File: src/sv/bdl_pkg.sv
// bdl_pkg: shared constants, word types and action codes for the bounded deque list
// no dependencies; imported by bdl_ctrl, bdl_datapath and bounded_deque_list_core
`default_nettype none

package bdl_pkg;

  // storage geometry
  localparam int CAPACITY  = 256;
  localparam int ELEM_BITS = 32;
  localparam int PTR_W     = $clog2(CAPACITY);
  localparam int CNT_W     = $clog2(CAPACITY + 1);
  localparam int SUM_W     = CNT_W + 1;

  // fixed field widths of the words on the ports
  localparam int ACTION_W = 3;
  localparam int VALUE_W  = 32;
  localparam int INDEX_W  = 8;
  localparam int COUNT_W  = 9;
  localparam int STATUS_W = 2;
  localparam int CMP_W    = (CNT_W > INDEX_W) ? CNT_W : INDEX_W;

  typedef logic [PTR_W-1:0]     ptr_t;
  typedef logic [CNT_W-1:0]     cnt_t;
  typedef logic [SUM_W-1:0]     sum_t;
  typedef logic [CMP_W-1:0]     cmp_t;
  typedef logic [ELEM_BITS-1:0] elem_t;
  typedef logic [VALUE_W-1:0]   value_t;
  typedef logic [INDEX_W-1:0]   index_t;
  typedef logic [COUNT_W-1:0]   count_t;
  typedef logic [STATUS_W-1:0]  status_t;

  typedef enum logic [ACTION_W-1:0] {
    ACT_NONE     = 3'd0,
    ACT_INS_HEAD = 3'd1,
    ACT_INS_TAIL = 3'd2,
    ACT_REM_HEAD = 3'd3,
    ACT_REM_TAIL = 3'd4
  } action_t;

  localparam status_t ST_DONE  = 2'd0;
  localparam status_t ST_FULL  = 2'd1;
  localparam status_t ST_EMPTY = 2'd2;

  typedef struct packed {
    logic [ACTION_W-1:0] action;
    value_t              value;
    index_t              read_index;
  } in_item_t;

  typedef struct packed {
    count_t  count;
    status_t status;
    value_t  head_value;
    value_t  tail_value;
    value_t  indexed_value;
    logic    index_valid;
  } out_item_t;

  // commands from the controller to the datapath
  typedef struct packed {
    logic exec;      // apply the action of the accepted word
    logic rd_ends;   // read head and tail slots
    logic rd_index;  // capture head/tail, read indexed slot
    logic load_out;  // load the result word and strobe it
  } bdl_cmd_t;

endpackage

`default_nettype wire

File: src/sv/bdl_ctrl.sv
// bdl_ctrl: sequencing state machine for the bounded deque list
// depends on bdl_pkg (command struct)
`default_nettype none

module bdl_ctrl (
  input  wire              clk,
  input  wire              rst_n,
  input  wire              start,
  output logic             busy,
  output bdl_pkg::bdl_cmd_t cmd
);
  import bdl_pkg::*;

  typedef enum logic [1:0] {
    S_IDLE,
    S_RD_ENDS,
    S_RD_INDEX,
    S_OUT
  } state_t;

  state_t state_r, state_nxt;
  logic   busy_r;

  always_comb begin
    state_nxt = state_r;
    case (state_r)
      S_IDLE: begin
        if (start) begin
          state_nxt = S_RD_ENDS;
        end
      end
      S_RD_ENDS:  state_nxt = S_RD_INDEX;
      S_RD_INDEX: state_nxt = S_OUT;
      S_OUT:      state_nxt = S_IDLE;
      default:    state_nxt = S_IDLE;
    endcase
  end

  always_ff @(posedge clk) begin
    if (!rst_n) begin
      state_r <= S_IDLE;
      busy_r  <= 1'b0;
    end else begin
      state_r <= state_nxt;
      busy_r  <= (state_nxt != S_IDLE);
    end
  end

  always_comb begin
    cmd.exec     = (state_r == S_IDLE) && start;
    cmd.rd_ends  = (state_r == S_RD_ENDS);
    cmd.rd_index = (state_r == S_RD_INDEX);
    cmd.load_out = (state_r == S_OUT);
  end

  assign busy = busy_r;

  a_accept_busy : assert property (@(posedge clk) disable iff (!rst_n)
    cmd.exec |=> busy && cmd.rd_ends)
    else $error("accepted word did not start the read sequence");

  a_busy_state : assert property (@(posedge clk) disable iff (!rst_n)
    busy == (state_r != S_IDLE))
    else $error("busy disagrees with controller state");

  a_out_idle : assert property (@(posedge clk) disable iff (!rst_n)
    cmd.load_out |=> !busy)
    else $error("controller not idle after result load");

endmodule

`default_nettype wire

File: config.mk
export PLATFORM = sky130hd
export DESIGN_NAME = bdl_ctrl
export DESIGN_NICKNAME = d
export VERILOG_FILES = /design/src/sv/bdl_pkg.sv /design/src/sv/bdl_ctrl.sv
export SDC_FILE = /design/constraint.sdc
export NUM_CORES = 1
export LEC_CHECK = 0
export BUFFER_PORTS_ARGS = -buffer_cell sky130_fd_sc_hd__buf_4
export CAP_MARGIN = 20
export CORE_AREA = 2 2 39 41
export CTS_CLUSTER_SIZE = 16
export DETAILED_ROUTE_END_ITERATION = 10
export DIE_AREA = 0 0 41 43
export PLACE_DENSITY_LB_ADDON = 0.08
export SYNTH_ARGS = -nofsm -noshare
export SYNTH_HDL_FRONTEND = slang
export SYNTH_SLANG_ARGS = --single-unit
File: constraint.sdc
create_clock -name clk -period 2.5 [get_ports clk]
set_input_delay 0.5 -clock clk [delete_from_list [all_inputs] [get_ports clk]]
set_output_delay 0.5 -clock clk [all_outputs]
set_load 0.01 [all_outputs]
==> key figures, run 1 <==
Setup path
  – Critical Path RT: about 2.0 ns
  – Crit end category: output port
  – Arrival time at the worst endpoint: around 1.3 ns
  – Startpoint types: flop
  – Top delay family on crit path: flip-flops
  – Crit path max fanout: 5
  – Critical path's slowest cell: dfxtp_1
  – Buf/Inv on CP: 2
  – Worst stage delay on the critical path: ~0.4 ns
  – Worst-path cell chain: inv_1, ha_1, and2_2, buf_4
  – Worst setup path category: reg2out

Timing
  – Slew HR: between 80 and 90%
  – Fin. Hold Viols: 0
  – Final Cycle Share: around 73%
  – Final hold slack: 0.514 ns
  – Max Freq: 552 MHz
  – Final setup viols: 0
  – Sum Neg Setup Slack: 0 ns
  – Slew @ Worst Pin: ~0.18 ns
  – Skew final: ~0.0075 ns
  – Final Critical Period: roughly 1.8 ns
  – RSZ-0062 raised after global routing: false
  – Final Slew Violations: 0

Placed design
  – Dpl hpwl: 285 µm
  – Area post-placement: about 240 µm²
  – GP Congestion: around 0.57
  – Placed Instances: 39
  – Port buffer count: 7

GRT
  – Pin count of the biggest net entering global routing: 6
  – Grt total ovfl: 0
  – Total GRT Usage: under 10%
  – First-pass GRT wire length: between 600 and 700 µm
  – Initial antenna violation count: 0
  – Vias in the first global route: between 100 and 150

Synthesis
  – Netlist cell types: 10
  – Top post-synthesis cells by count: 4 x ha_1, 3 x dfxtp_1, 2 x inv_1
  – Synthesized area: approximately 170 µm²
  – Top cells by area, synth: dfxtp_1 36%, ha_1 30%, o311a_1 6.1%
  – Syn Inst Count: 16
  – Syn Nets: 23
  – Most area-hungry cell type in the Yosys netlist: dfxtp_1
  – Top-count cell post-synth: ha_1
  – Yosys warns: 0
  – EDFF count, synth: 0
  – Register area share after synthesis: 36.4%
  – #FFs+latches synth: 3
  – Share of synthesized flip-flops with an asynchronous set or reset: 0%
  – Mean post-synth cell area: about 10 µm²
  – Post-synth top flop: dfxtp_1
  – Synth top area share: between 30% and 40%

CTS
  – CTS Buf Count: 3
  – TritonCTS clock tree: built
  – Worst-path clk slew: roughly 0.04 ns
  – Post_cts resized: 0
  – Clock Sinks: 3
  – Clk_lat worst skew: 0.23 ns
  – Setup Buffers After CTS: 0
  – Hold Buf Count CTS: 0
  – Clock root cell: clkbuf_4
  – H-tree Lvls: 1
  – Longest Clk Path Bufs: 2

Power
  – Overall power: ~0.33 mW
  – Worst vdd ir: around 0.3 mV
  – Pwr/cell area: between 1000 and 1500 mW/mm²
  – Leakage power: 0.130 nW

Floorplan
  – Die H: approximately 43 µm
  – Die footprint: roughly 0.0018 mm²
  – Die width: around 41 µm
  – Starting Density: a little under an eighth
  – I/O pin count: 8
  – Rows: 14
  – Core Area: between 0.001 and 0.0015 mm²

Route
  – Pre-antenna DRT Iters: 1
  – DRC: 0
  – Iter 0 DRT Violations: 0
  – Post-DR wirelength/cell: roughly 9 µm
  – Vias per cell: ~3.3
  – Routed wire length: ~380 µm
  – Via count: 142
  – Antenna-violating nets left: 0

Job
  – Max-Cap Viols: 0

Layout
  – ANT cells: 0
  – Nets: 35
  – Fraction of layout cells with a size suffix above 1: roughly two fifths
  – Layout fillers: approximately 160
  – Design area: 264 µm²
  – Synth-to-Final Area Change: 59.8%
  – Layout Cells excl Fill: between 40 and 50

Outcome
  – Outcome: completed

Worst hold path
  – Hold crit path type: in2reg
==> layout make-up <==
class,instances,area [µm²],area share (%)
flip-flops and latches,3,60.1,22.7
well taps,16,20.0,7.58
inverters,2,7.51,2.84
repair buffers,7,52.6,19.9
clock buffers,4,26.3,9.95
multi-input cells,11,97.6,37.0
==> routing by layer <==
metal | track usage (%) | vias up | routed length, µm | part of all wire (%)
met5 | 0 | - | 0 | 0
met4 | 6.00 | 0 | 0 | 0
met3 | 3.14 | 0 | 36 | 9.6
met2 | 7.19 | 5 | 173 | 46
met1 | 6.39 | 62 | 166 | 44
li1 | - | 75 | - | -
==> cells in the final DEF, fill, tap and decap left out <==
master    count
or4b_1        1
nor2_1        1
inv_1         2
ha_1          4
o311a_1       1
and2_2        1
o21ai_0       1
clkbuf_4      3
buf_4         7
dfxtp_1       3
a21oi_1       1
and2_1        1
clkbuf_1      1
==> through the flow <==
| stage | setup WS, ns | utilization, % |
|---|---|---|
| CTS | 0.671 | 19.1 |
| finish | 0.687 | 19.1 |
| global placement | 0.935 | 17.2 |
| global route | 0.590 | 19.1 |
| floorplan | 1.09 | - |
| detailed placement | 0.935 | 17.2 |
==> state kept, by name, indices dropped and copies added, names as in the netlist <==
| register | cells |
|---|---|
| state_r | 2 |
| busy | 1 |
==> cell families after synthesis <==
family	Yosys count	share of synthesized area, %
adders and majority gates	4	30.3
and+or+nand+nor	4	16.7
AOI/OAI and AO/OA	3	12.1
DFF	3	36.4
buffers and inverters	2	4.55
==> where the power goes <==
part           switching (mW)  leakage (nW)  internal [mW]
logic                  0.0744        0.0900         0.0819
clock network          0.0263        0.0150         0.0599
registers              0.0186        0.0250         0.0712
==> final timing paths <==
path,start,endpoint,slack (ns),depth (start not counted)
worst max-delay path,state_r[0]$_SDFF_PN0_,cmd[3],0.69,4
worst max register to register,state_r[0]$_SDFF_PN0_,busy$_SDFF_PN0_,0.97,4
worst min register to register,state_r[0]$_SDFF_PN0_,state_r[0]$_SDFF_PN0_,0.56,2
worst min-delay path,rst_n,state_r[1]$_SDFF_PN0_,0.51,2
Power figures use the tool's default switching activity.
==> run 2: changes to the inputs <==
ABC_AREA = 1   (was default)
clock period = 1.9 ns   (was 2.5 ns; I/O delays follow)
==> run 2 against run 1 <==
Compared with the run above:
- final area decreased by 0.95%
- critical path type unchanged
- area after synthesis down 1.5%
- critical endpoint unchanged
- sequential power up 30%
==> key figures, run 2 <==
CTS
  – Clock Sinks: 3 (unchanged)
  – H-tree Lvls: 1 (unchanged)
  – Worst-path clk slew: 0.04 ns (about the same)
  – Clock root cell: clkbuf_4
  – TritonCTS clock tree: built
  – Setup Buffers After CTS: 0 (unchanged)
  – CTS Buf Count: 3 (unchanged)
  – Clk_lat worst skew: 0.23 ns (about the same)
  – Hold Buf Count CTS: 0 (unchanged)
  – Longest Clk Path Bufs: 2 (unchanged)
  – Post_cts resized: 0 (unchanged)

Worst hold path
  – Hold depth: 3 (+1)
  – Hold crit path type: in2reg

Layout
  – Synth-to-Final Area Change: 60.8%
  – Layout Cells excl Fill: 48 (+12%)
  – Fraction of layout cells with a size suffix above 1: 31.3% (-9.5 points)
  – ANT cells: 0 (unchanged)
  – Commonest non-fill, non-tap cell in the layout: buf_4
  – Design area: 262 µm² (-0.95%)
  – Max reg flops: 2 (unchanged)
  – Nets: 40 (+14%)
  – Most frequent cells in the layout: 7 x buf_4, 6 x inv_1, 5 x nand2_1, 4 x ha_1
  – Reg area: 60.1 µm² (unchanged)
  – Multi-input logic area: 80.1 µm² (-18%)
  – Layout fillers: 163 (+4.5%)
  – Most flops, register: state_r

Timing
  – Final Critical Period: 1.54 ns
  – Slew HR: 90.3% (+2.4 points)
  – Final Cycle Share: about four fifths
  – Final Slew Violations: 0 (unchanged)
  – RSZ-0062 raised after global routing: false
  – Slew @ Worst Pin: 0.145 ns (-0.0364 ns)
  – Sum Neg Setup Slack: 0 ns (unchanged)
  – Final setup viols: 0 (unchanged)
  – Fin. Hold Viols: 0 (unchanged)
  – Skew final: 0.00443 ns (-0.00302 ns)
  – Max Freq: between 600 and 700 MHz

Floorplan
  – Die width: 41 µm (unchanged)
  – Rows: 14 (unchanged)
  – Die footprint: 0.00176 mm² (unchanged)
  – Starting Density: 11.8% (-0.18 points)
  – Core Area: 0.00138 mm² (unchanged)
  – Die H: 43 µm (unchanged)
  – I/O pin count: 8 (unchanged)

Route
  – Pre-antenna DRT Iters: 1 (unchanged)
  – Routed wire length: 349 µm (-7.2%)
  – Antenna-violating nets left: 0 (unchanged)
  – Iter 0 DRT Violations: 0 (unchanged)
  – Vias per cell: 3.06 (-7.3%)
  – Post-DR wirelength/cell: 7.27 µm (-17%)
  – DRC: 0 (unchanged)
  – Via count: 147 (+3.5%)

Power
  – Leakage power: 0.160 nW (+23%)
  – Worst vdd ir: 0.473 mV (+58%)
  – Pwr/cell area: 1620 mW/mm² (+29%)
  – Overall power: 0.423 mW (+27%)

Placed design
  – GP Congestion: 0.600 (+5.6%)
  – Area post-placement: 235 µm² (-1.1%)
  – Port buffer count: 7 (unchanged)
  – Dpl hpwl: 262 µm (-8.0%)
  – Placed Instances: 44 (+13%)

Synthesis
  – Synth top area share: 36.9% (+0.56 points)
  – Netlist cell types: 5 (-5)
  – Synthesized area: 163 µm² (-1.5%)
  – EDFF count, synth: 0 (unchanged)
  – Top post-synthesis cells by count: 6 x inv_1, 5 x nand2_1, 4 x ha_1, 3 x dfxtp_1, 3 x nor2_1
  – Yosys warns: 0 (unchanged)
  – Syn Inst Count: 21 (+5)
  – Mean post-synth cell area: 7.75 µm² (-25%)
  – Post-synth top flop: dfxtp_1
  – Share of synthesized flip-flops with an asynchronous set or reset: 0% (unchanged)
  – Most area-hungry cell type in the Yosys netlist: dfxtp_1
  – Top-count cell post-synth: inv_1
  – Top cells by area, synth: dfxtp_1 37%, ha_1 31%, inv_1 14%
  – #FFs+latches synth: 3 (unchanged)
  – Register area share after synthesis: 36.9% (+0.56 points)
  – Syn Nets: 28 (+22%)

Setup path
  – Arrival time at the worst endpoint: 1.16 ns (-0.15 ns)
  – Crit path max fanout: 4 (-1)
  – Startpoint types: flop
  – Worst R2R Setup Slack: 0.83 ns (-0.14 ns)
  – Critical Path RT: 1.52 ns (-0.48 ns)
  – Worst setup path category: reg2out
  – Worst R2R Path Depth: 6 (+2)
  – Crit end category: output port

GRT
  – First-pass GRT wire length: 558 µm (-9.1%)
  – Initial antenna violation count: 0 (unchanged)
  – Pin count of the biggest net entering global routing: 5 (-1)
  – Vias in the first global route: 148 (-0.67%)
  – Grt total ovfl: 0 (unchanged)
  – Total GRT Usage: 5.31% (-0.50 points)

Job
  – Max-Cap Viols: 0 (unchanged)

Outcome
  – Outcome: completed
run 2: cell count changes in the layout (fill, tap and decap cells not counted):
cell     previous run  this run
or4b_1              1         0
inv_1               2         6
and2_1              1         0
o21ai_0             1         0
and2_2              1         0
nor2_1              1         3
a21oi_1             1         0
o311a_1             1         0
nand2_1             0         5
run 2: critical path, stage by stage (launching register included):
cell and delay [ns]:
dfxtp_1 0.38, inv_1 0.08, ha_1 0.23, nand2_1 0.07, inv_1 0.03, buf_4 0.13
run 2: cell type report:
type | instances | share of cell area (%)
sequential | 3 | 23.0
timing repair buffer | 7 | 20.1
inverter | 6 | 8.61
tap | 16 | 7.66
multi-input combinational | 12 | 30.6
clock buffer | 4 | 10.0
run 2: metrics by stage:
stage / setup WS [ns] / util (%) / hold slack (ns)
after floorplan: 0.779 / - / 0.496
after global placement: 0.608 / 17.0 / 0.610
after detailed placement: 0.600 / 17.0 / 0.612
after CTS: 0.337 / 18.9 / 0.365
after global routing: 0.225 / 18.9 / 0.371
final: 0.363 / 18.9 / 0.369
run 2: path summary, 6_finish.rpt:
check | from | end
max | state_r[0]$_SDFF_PN0_ | cmd[3]
min | rst_n | state_r[1]$_SDFF_PN0_
max reg2reg | state_r[0]$_SDFF_PN0_ | busy$_SDFF_PN0_
min reg2reg | state_r[0]$_SDFF_PN0_ | state_r[0]$_SDFF_PN0_
run 2: routing by layer:
layer  wire length, µm  up-vias  global-route usage (%)
met1               133       63                    5.75
met2               182        5                    6.25
met3                33        0                    3.14
met4                 0        0                    6.00
li1                  -       79                       -
met5                 0        -                       0
run 2: logic make-up (layout without fill, tap and decap cells):
logic type | count (synthesis) | in the layout | synth area share [%]
buf+inv | 6 | 17 | 13.8
fa+ha+maj | 4 | 4 | 30.8
simple gates | 8 | 8 | 18.5
flops | 3 | 3 | 36.9
run 2: power breakdown:
part | switching, mW | internal (mW) | leakage [nW] | total [mW]
clock network | 0.0353 | 0.0789 | 0.0150 | 0.114
registers | 0.0228 | 0.0945 | 0.0250 | 0.117
logic | 0.0997 | 0.0918 | 0.120 | 0.192
total | 0.158 | 0.265 | 0.160 | 0.423
==> run 3: changes to the inputs <==
clock period = 1.3 ns   (was 1.9 ns; I/O delays follow)
==> run 3 against run 2 <==
Compared with the run above:
- die area is the same
- final cell count grew 4.2%
- power grew 68%
- sequential share of layout area shrank 2.0 points
- critical path depth shrank 2
- wire length shrank 2.3%
- sequential power grew 46%
- clock power grew 42%
- clock skew shrank 0.0035 ns
==> key figures, run 3 (synthesis gave the netlist of run 2 again) <==
CTS
  – Longest Clk Path Bufs: 2 (unchanged)
  – Hold Buf Count CTS: 0 (unchanged)
  – Clk_lat worst skew: 0.23 ns (about the same)
  – CTS Buf Count: 3 (unchanged)
  – Worst-path clk slew: 0.04 ns (about the same)
  – Clock Sinks: 3 (unchanged)
  – Clock root cell: clkbuf_4
  – TritonCTS clock tree: built
  – H-tree Lvls: 1 (unchanged)

Setup path
  – Worst Setup EP: cmd[2]
  – Arrival time at the worst endpoint: 1.00 ns (-0.16 ns)
  – Startpoint types: flop
  – Crit path max fanout: 3 (-1)
  – Worst R2R Setup Slack: 0.34 ns (-0.49 ns)
  – Critical Path Start: state_r[0]$_SDFF_PN0_
  – Worst setup path category: reg2out
  – Worst R2R End: busy$_SDFF_PN0_
  – Worst R2R Path Depth: 6 (unchanged)
  – Worst r2r src: state_r[0]$_SDFF_PN0_
  – Critical Path RT: 1.04 ns (-0.48 ns)
  – Crit end category: output port

Route
  – DRC: 0 (unchanged)
  – Iter 0 DRT Violations: 1 (+1)
  – Vias per cell: 3.14 (+2.5%)
  – Routed wire length: 341 µm (-2.3%)
  – Post-DR wirelength/cell: 6.82 µm (-6.2%)
  – Pre-antenna DRT Iters: 2 (+1)
  – Via count: 157 (+6.8%)
  – Antenna-violating nets left: 0 (unchanged)

Timing
  – Max Freq: 796 MHz
  – Slew @ Worst Pin: 0.0917 ns (-0.0536 ns)
  – RSZ-0062 raised after global routing: false
  – Sum Neg Setup Slack: 0 ns (unchanged)
  – Skew final: 0.000916 ns (-0.00352 ns)
  – Final setup viols: 0 (unchanged)
  – Slew HR: 93.9% (+3.6 points)
  – Final Cycle Share: between 90% and 100%
  – Final Slew Violations: 0 (unchanged)
  – Final worst slack: 0.0441 ns (-0.318 ns)
  – Final Critical Period: about 1.3 ns
  – Final hold slack: 0.256 ns (-0.113 ns)
  – Fin. Hold Viols: 0 (unchanged)

Power
  – Pwr/cell area: 2390 mW/mm² (+48%)
  – Overall power: 0.713 mW (+68%)
  – Worst vdd ir: 0.514 mV (+8.7%)
  – Leakage power: 0.173 nW (+8.0%)

Job
  – Max-Cap Viols: 0 (unchanged)

Floorplan
  – Die H: 43 µm (unchanged)
  – Die width: 41 µm (unchanged)
  – I/O pin count: 8 (unchanged)
  – Starting Density: 11.8% (unchanged)
  – Core Area: 0.00138 mm² (unchanged)
  – Die footprint: 0.00176 mm² (unchanged)
  – Rows: 14 (unchanged)

GRT
  – Vias in the first global route: 157 (+6.1%)
  – Initial antenna violation count: 0 (unchanged)
  – Grt total ovfl: 0 (unchanged)
  – Total GRT Usage: 5.30% (-0.011 points)
  – Pin count of the biggest net entering global routing: 4 (-1)
  – First-pass GRT wire length: 552 µm (-1.1%)

Layout
  – Fraction of layout cells with a size suffix above 1: 52.9% (+22 points)
  – Commonest non-fill, non-tap cell in the layout: buf_4
  – ANT cells: 0 (unchanged)
  – Layout fillers: 157 (-3.7%)
  – Nets: 42 (+5.0%)
  – Synth-to-Final Area Change: 83.1%
  – Most frequent cells in the layout: 8 x buf_4, 4 x inv_1, 4 x nand2_1
  – Most flops, register: state_r
  – Reg area: 62.6 µm² (+4.2%)
  – Max reg flops: 2 (unchanged)
  – Multi-input logic area: 95.1 µm² (+19%)
  – Design area: 298 µm² (+14%)

Outcome
  – Outcome: completed

Placed design
  – Dpl ws: 0.186 ns (-0.414 ns)
  – GP Congestion: 0.611 (+1.8%)
  – Dpl hpwl: 263 µm (+0.38%)
  – Area post-placement: 243 µm² (+3.2%)
  – Port buffer count: 7 (unchanged)

Worst hold path
  – Hold crit path type: in2reg
## run 3: changes by cell type in the layout (fill, tap and decap cells not counted), sizes merged
cell,previous run,this run
buf,7,9
## run 3: area by class of cell
class	instances	area share [%]
Clock buffer	4	8.82
Inverter	6	7.56
Multi-Input combinational cell	12	31.9
Sequential cell	3	21.0
Tap cell	16	6.72
Timing Repair Buffer	9	23.9
## run 3: critical path, cell delays in order (launching register included)
cell,delay [ns]
dfxtp_2,0.31
buf_4,0.13
ha_1,0.18
buf_4,0.14
## run 3: worst min path at each step
stage / from / endpoint / slack (ns) / depth (start not counted)
2_1_floorplan: rst_n / state_r[1]$_SDFF_PN0_ / 0.38 / 2
3_3_place_gp: rst_n / state_r[1]$_SDFF_PN0_ / 0.49 / 3
3_5_place_dp: rst_n / state_r[1]$_SDFF_PN0_ / 0.49 / 3
4_1_cts: rst_n / state_r[1]$_SDFF_PN0_ / 0.25 / 3
5_1_grt: rst_n / state_r[1]$_SDFF_PN0_ / 0.27 / 3
6_report: rst_n / state_r[1]$_SDFF_PN0_ / 0.26 / 3
## run 3: layer usage
layer	vias to the layer above	part of all wire [%]	global-route usage [%]
li1	83	-	-
met1	69	34	4.13
met2	5	54	7.19
met3	0	11	2.62
met4	0	0	8.00
met5	-	0	0
## run 3: repair_timing
action                                  CTS  global route
endpoints found under the setup margin    1             1
resized for setup                         3             5
pin swaps                                 0             1
buffers inserted                          0             1
## run 3: through the flow
step,util [%],instances
5_1_grt,21.5,50
2_1_floorplan,-,21
6_report,21.5,50
3_3_place_gp,17.5,45
3_5_place_dp,17.5,45
4_1_cts,19.7,49
## run 3: power by group
group          switching [mW]  total [mW]  internal (mW)
Sequential             0.0262       0.171          0.144
Combinational           0.179       0.381          0.201
Clock                  0.0467       0.162          0.115
Total                   0.252       0.713          0.460
